<file path="src/rtl/pfsc_pkg.sv">
`default_nettype none
package pfsc_pkg;

  localparam int unsigned SrcEntries  = 1024;
  localparam int unsigned PairEntries = 1024;

  localparam int unsigned SrcIdxW  = (SrcEntries > 1) ? $clog2(SrcEntries) : 1;
  localparam int unsigned PairIdxW = (PairEntries > 1) ? $clog2(PairEntries) : 1;
  localparam int unsigned SrcCntW  = $clog2(SrcEntries + 1);
  localparam int unsigned PairCntW = $clog2(PairEntries + 1);
  localparam int unsigned ScanW    = (SrcCntW > PairCntW) ? SrcCntW : PairCntW;

  localparam logic [15:0] EthertypeIpv4 = 16'h0800;
  localparam logic [15:0] EthHdrBytes   = 16'd14;
  localparam logic [15:0] Ipv4MinBytes  = 16'd34;

  typedef enum logic [2:0] {
    ST_ABORT  = 3'd0,
    ST_PASS   = 3'd1,
    ST_DROP   = 3'd2,
    ST_STORED = 3'd3,
    ST_FULL   = 3'd4
  } status_e;

  typedef enum logic [1:0] {
    CMD_ABORT = 2'd0,
    CMD_PASS  = 2'd1,
    CMD_FRAME = 2'd2,
    CMD_RULE  = 2'd3
  } cmd_kind_e;

  typedef struct packed {
    cmd_kind_e   kind;
    logic [31:0] src;
    logic [31:0] dst;
    logic        drop;
  } cmd_t;

endpackage
`default_nettype wire

</file>
<file path="src/rtl/pfsc_front.sv">
`default_nettype none
module pfsc_front (
  input  wire logic         clk_i,
  input  wire logic         rst_ni,
  input  wire logic         push,
  output logic              full,
  input  wire logic         req_type_i,
  input  wire logic [15:0]  frame_length_i,
  input  wire logic [15:0]  ether_type_i,
  input  wire logic [31:0]  src_addr_i,
  input  wire logic [31:0]  dst_addr_i,
  input  wire logic         rule_drop_i,
  output logic              cmd_valid_o,
  output pfsc_pkg::cmd_t    cmd_o,
  input  wire logic         cmd_pop_i
);
  import pfsc_pkg::*;

  cmd_t       fifo_q [2];
  logic       wr_ptr_q, wr_ptr_d, rd_ptr_q, rd_ptr_d;
  logic [1:0] cnt_q, cnt_d;
  cmd_t       cmd_new;
  logic       do_push, do_pop;

  always_comb begin
    cmd_new.src  = src_addr_i;
    cmd_new.dst  = dst_addr_i;
    cmd_new.drop = rule_drop_i;
    priority if (req_type_i) begin
      cmd_new.kind = CMD_RULE;
    end else if (frame_length_i < EthHdrBytes) begin
      cmd_new.kind = CMD_ABORT;
    end else if (ether_type_i != EthertypeIpv4) begin
      cmd_new.kind = CMD_PASS;
    end else if (frame_length_i < Ipv4MinBytes) begin
      cmd_new.kind = CMD_ABORT;
    end else begin
      cmd_new.kind = CMD_FRAME;
    end
  end

  assign full        = (cnt_q == 2'd2);
  assign cmd_valid_o = (cnt_q != 2'd0);
  assign cmd_o       = fifo_q[rd_ptr_q];
  assign do_push     = push && !full;
  assign do_pop      = cmd_pop_i && cmd_valid_o;

  always_comb begin
    wr_ptr_d = do_push ? ~wr_ptr_q : wr_ptr_q;
    rd_ptr_d = do_pop ? ~rd_ptr_q : rd_ptr_q;
    cnt_d    = cnt_q + {1'b0, do_push} - {1'b0, do_pop};
  end

  always_ff @(posedge clk_i or negedge rst_ni) begin
    if (!rst_ni) begin
      wr_ptr_q <= 1'b0;
      rd_ptr_q <= 1'b0;
      cnt_q    <= 2'd0;
    end else begin
      wr_ptr_q <= wr_ptr_d;
      rd_ptr_q <= rd_ptr_d;
      cnt_q    <= cnt_d;
    end
  end

  always_ff @(posedge clk_i) begin
    if (do_push) begin
      fifo_q[wr_ptr_q] <= cmd_new;
    end
  end

endmodule
`default_nettype wire

</file>
<file path="config.mk">
export PLATFORM = sky130hd
export DESIGN_NAME = pfsc_front
export DESIGN_NICKNAME = d
export VERILOG_FILES = /design/src/rtl/pfsc_pkg.sv /design/src/rtl/pfsc_front.sv
export SDC_FILE = /design/constraint.sdc
export NUM_CORES = 1
export LEC_CHECK = 0
export ABC_AREA = 1
export BUFFER_PORTS_ARGS = -buffer_cell sky130_fd_sc_hd__buf_2
export CAP_MARGIN = 20
export CORE_ASPECT_RATIO = 0.6
export CORE_MARGIN = 1
export CORE_UTILIZATION = 35
export CTS_CLUSTER_DIAMETER = 80
export DETAILED_ROUTE_END_ITERATION = 8
export GPL_TIMING_DRIVEN = 1
export PLACE_DENSITY = 0.61
export SLEW_MARGIN = 15
export SYNTH_ARGS = -nofsm -noshare
export SYNTH_HDL_FRONTEND = slang
export SYNTH_SLANG_ARGS = --single-unit
export TNS_END_PERCENT = 5
</file>
<file path="constraint.sdc">
create_clock -name clk_i -period 4.96 [get_ports clk_i]
set_clock_uncertainty 0.05 [all_clocks]
set_input_delay 0.248 -clock clk_i [delete_from_list [all_inputs] [get_ports clk_i]]
set_output_delay 0.248 -clock clk_i [all_outputs]
set_load 0.03 [all_outputs]
</file>
==> impl_metrics.tcl <==
set metrics [dict create \
    synth_fa_ha_area_frac 0.004676 \
    firstDrtPassIters 5 \
    postPlaceCellArea_um2 6374 \
    synth-main-ff-cell "edfxtp_1" \
    slew_headroom 0.3282 \
    hp-start "cmd_pop_i" \
    switching_share 0.3925 \
    synth_nets 540 \
    via_count 3776 \
    worst-setup-path-type "reg2out" \
    cts_tree "built" \
    cts_resized 0 \
    cp-startpoint "rd_ptr_q" \
    syn_inst 436 \
    finalHoldViolCount 0 \
    synthSimpleGateAreaFrac 0.1814 \
    setup_viol 0 \
    power_per_cell_area_nw_per_um2 609.8 \
    hold_class "in2reg" \
    synth_area_per_cell_um2 12.27 \
    dpl.hpwl_um 7299 \
    synth.area.top_cells "edfxtp_1 (75%), nand2_1 (16%), dfrtp_1 (1.9%)" \
    start_util 0.3636 \
    synth-edff-count 134 \
    clock.fmax_mhz 402.6 \
    yosysSeqAreaShare 0.7706 \
    clk_pin_slew_ns 0.06 \
    synthMuxAreaShare 0 \
    wirelength_um 11600 \
    rr_startpoint "cnt_q[1]" \
    grt_pass1_wl_um 18920 \
    grt_pass1_vias 4009 \
    tightest_slew_ns 1.005 \
    outcome "complete, no violations" \
    layout_min_cycle_time_ns 2.484 \
    worstPathArrival_ns 2.19 \
    hold_ws_ns 0.08116 \
    cp_max_fo 68 \
    synth_top_family_by_area "simple AND/OR/NAND/NOR gates" \
    core-area_um2 14720 \
    drcViolationCount 0 \
    grt-ovfl-total 0 \
    synth_compound_area_frac 0.001637 \
    grt_max_degree 69 \
    synth.distinct_cells 16 \
    wl_per_cell_um 13.05 \
    clkPwrFrac 0.273 \
    cts_buffer_depth 2 \
    finish.instance_area_um2 7636 \
    die_y_um 97.78 \
    p_leak_nw 3.361 \
    seqPwrFrac 0.366 \
    syn2layout_area_growth_pct 42.69 \
    p_sw_mw 1.828 \
    clk_latency_ns 0.40 \
    synth.most_common_cell "nand2_1" \
    fillers 1322 \
    multi_input_area_um2 1055 \
    synth_area_um2 5351 \
    seq_area_um2 4125 \
    grtUsageTotal 0.1570 \
    async_flop_share 0.02899 \
    diodes 0 \
    vias_per_cell 4.247 \
    p_comb_frac 0.360 \
    slew_viol_final 0 \
    ant_nets 0 \
    p_int_mw 2.829 \
    power_mw 4.656 \
    rsz0062_at_grt "false" \
    die_area_um2 15800 \
    drv_cap 0 \
    synth_top_area_frac 0.7519 \
    htreeDepth 4 \
    io_pins 171 \
    place.gp.congestion 0.7752 \
    synth_common_cells "nand2_1 (224), edfxtp_1 (134), nor2_1 (26)" \
    yosys.area.top_type "edfxtp_1" \
    cts_made_buffers 17 \
    clockRootBuffer "clkbuf_16" \
    finish.net_count 782 \
    layout-drive-gt1-share 0.2981 \
    std_cell_rows 34 \
    yosys.area_share.xor_xnor 0.006547 \
    post-route-period-util 0.5008 \
    die_w_um 161.6 \
    start_kind "register" \
    ys_ff_latch 138 \
    io_buffers 169 \
    required_ns 4.66 \
    clock-sinks 138 \
    antenna_found_initial 0 \
    ys_warn_count 0 \
    crit_path_end_kind "output port" \
    setup_tns_ns 0 \
    drt_iter0_markers 162 \
    postLayoutCoreUtil 0.5188 \
    irDropWorstVdd_mv 0.2508 \
]
[critical path: stages, from the launching register on]
cell and delay [ns]:
dfrtp_2 0.64, inv_4 0.65, nand2_1 0.15, nand2_1 0.10, buf_2 0.19
[cell usage in the layout (no fill, tap or decap)]
master         synthesis  routed
dlygate4sd3_1          0      66
nor2_4                 0       2
ha_1                   2       2
nor2_1                26      24
o21ai_2                1       1
or2_1                  1       1
dfrtp_2                0       1
xor2_1                 3       3
clkinv_4               0       2
buf_4                  4       3
inv_4                  1       1
nand3_1                4       4
buf_2                  7     169
inv_6                  0       4
and2_1                 1       1
xnor2_1                1       1
inv_1                 19      19
clkbuf_16              0      17
dfrtp_1                4       3
clkbuf_1               0       3
nand2_1              224     224
clkinvlp_4             0       3
bufinv_16              0       3
edfxtp_1             134     134
[metal layers]
metal	vias up	wire, um	GRT usage
li1	1919	-	-
met1	1713	5076	0.1860
met2	134	5484	0.2656
met3	10	941	0.05947
met4	0	100	0.04862
met5	-	0	0
[power by group through the flow]
| stage | combinational, mW | sequential, mW | clock (mW) |
|---|---|---|---|
| 4_1_cts | 1.71 | 1.71 | 1.30 |
| 5_1_grt | 1.84 | 1.73 | 1.36 |
| 6_report | 1.68 | 1.71 | 1.27 |
| 3_5_place_dp | 1.67 | 1.73 | 0 |
| 3_3_place_gp | 1.64 | 1.72 | 0 |
| 2_1_floorplan | 1.23 | 1.69 | 0 |
[through the flow]
step                      cells  setup WS (ns)
after floorplan             436          1.067
after global placement      791          2.538
after detailed placement    791          2.475
after CTS                   889          2.436
after global routing        889          2.300
final                       889          2.476
[cells by family after synthesis]
logic type	after synthesis
AO/OA/AOI/OAI	1
AND/OR/NAND/NOR	256
adder cells (fa/ha/maj)	2
buffers and inverters	35
XOR/XNOR	4
flip-flops	138
[sequential cells by signal (all words and copies together) (netlist names)]
register,flops
cnt_q,2
fifo_q,134
wr_ptr_q,1
rd_ptr_q,1
[repair_timing]
item                                   in CTS  in global routing
buffers inserted                            0                  0
hold buffers                               66                  0
endpoints found under the hold margin     134                  0
[worst paths after layout]
check / to / slack, ns / cells after the start
setup / recovery: cmd_o[9] / 2.48 / 4
hold reg to reg: cnt_q[0] / 0.53 / 1
setup reg to reg: fifo_q[1][36] / 2.52 / 4
max in group asynchronous: rd_ptr_q / 4.60 / 2
min in group asynchronous: rd_ptr_q / 0.13 / 2
hold / removal: rd_ptr_q / 0.08 / 3
[final cells by class]
type	instances	share of cell area
multi-input combinational	263	0.1381
tap	198	0.03244
clock inverter	12	0.02163
inverter	20	0.01016
sequential	138	0.5402
timing repair buffer	238	0.2002
clock buffer	20	0.05719
Power figures use the tool's default switching activity.
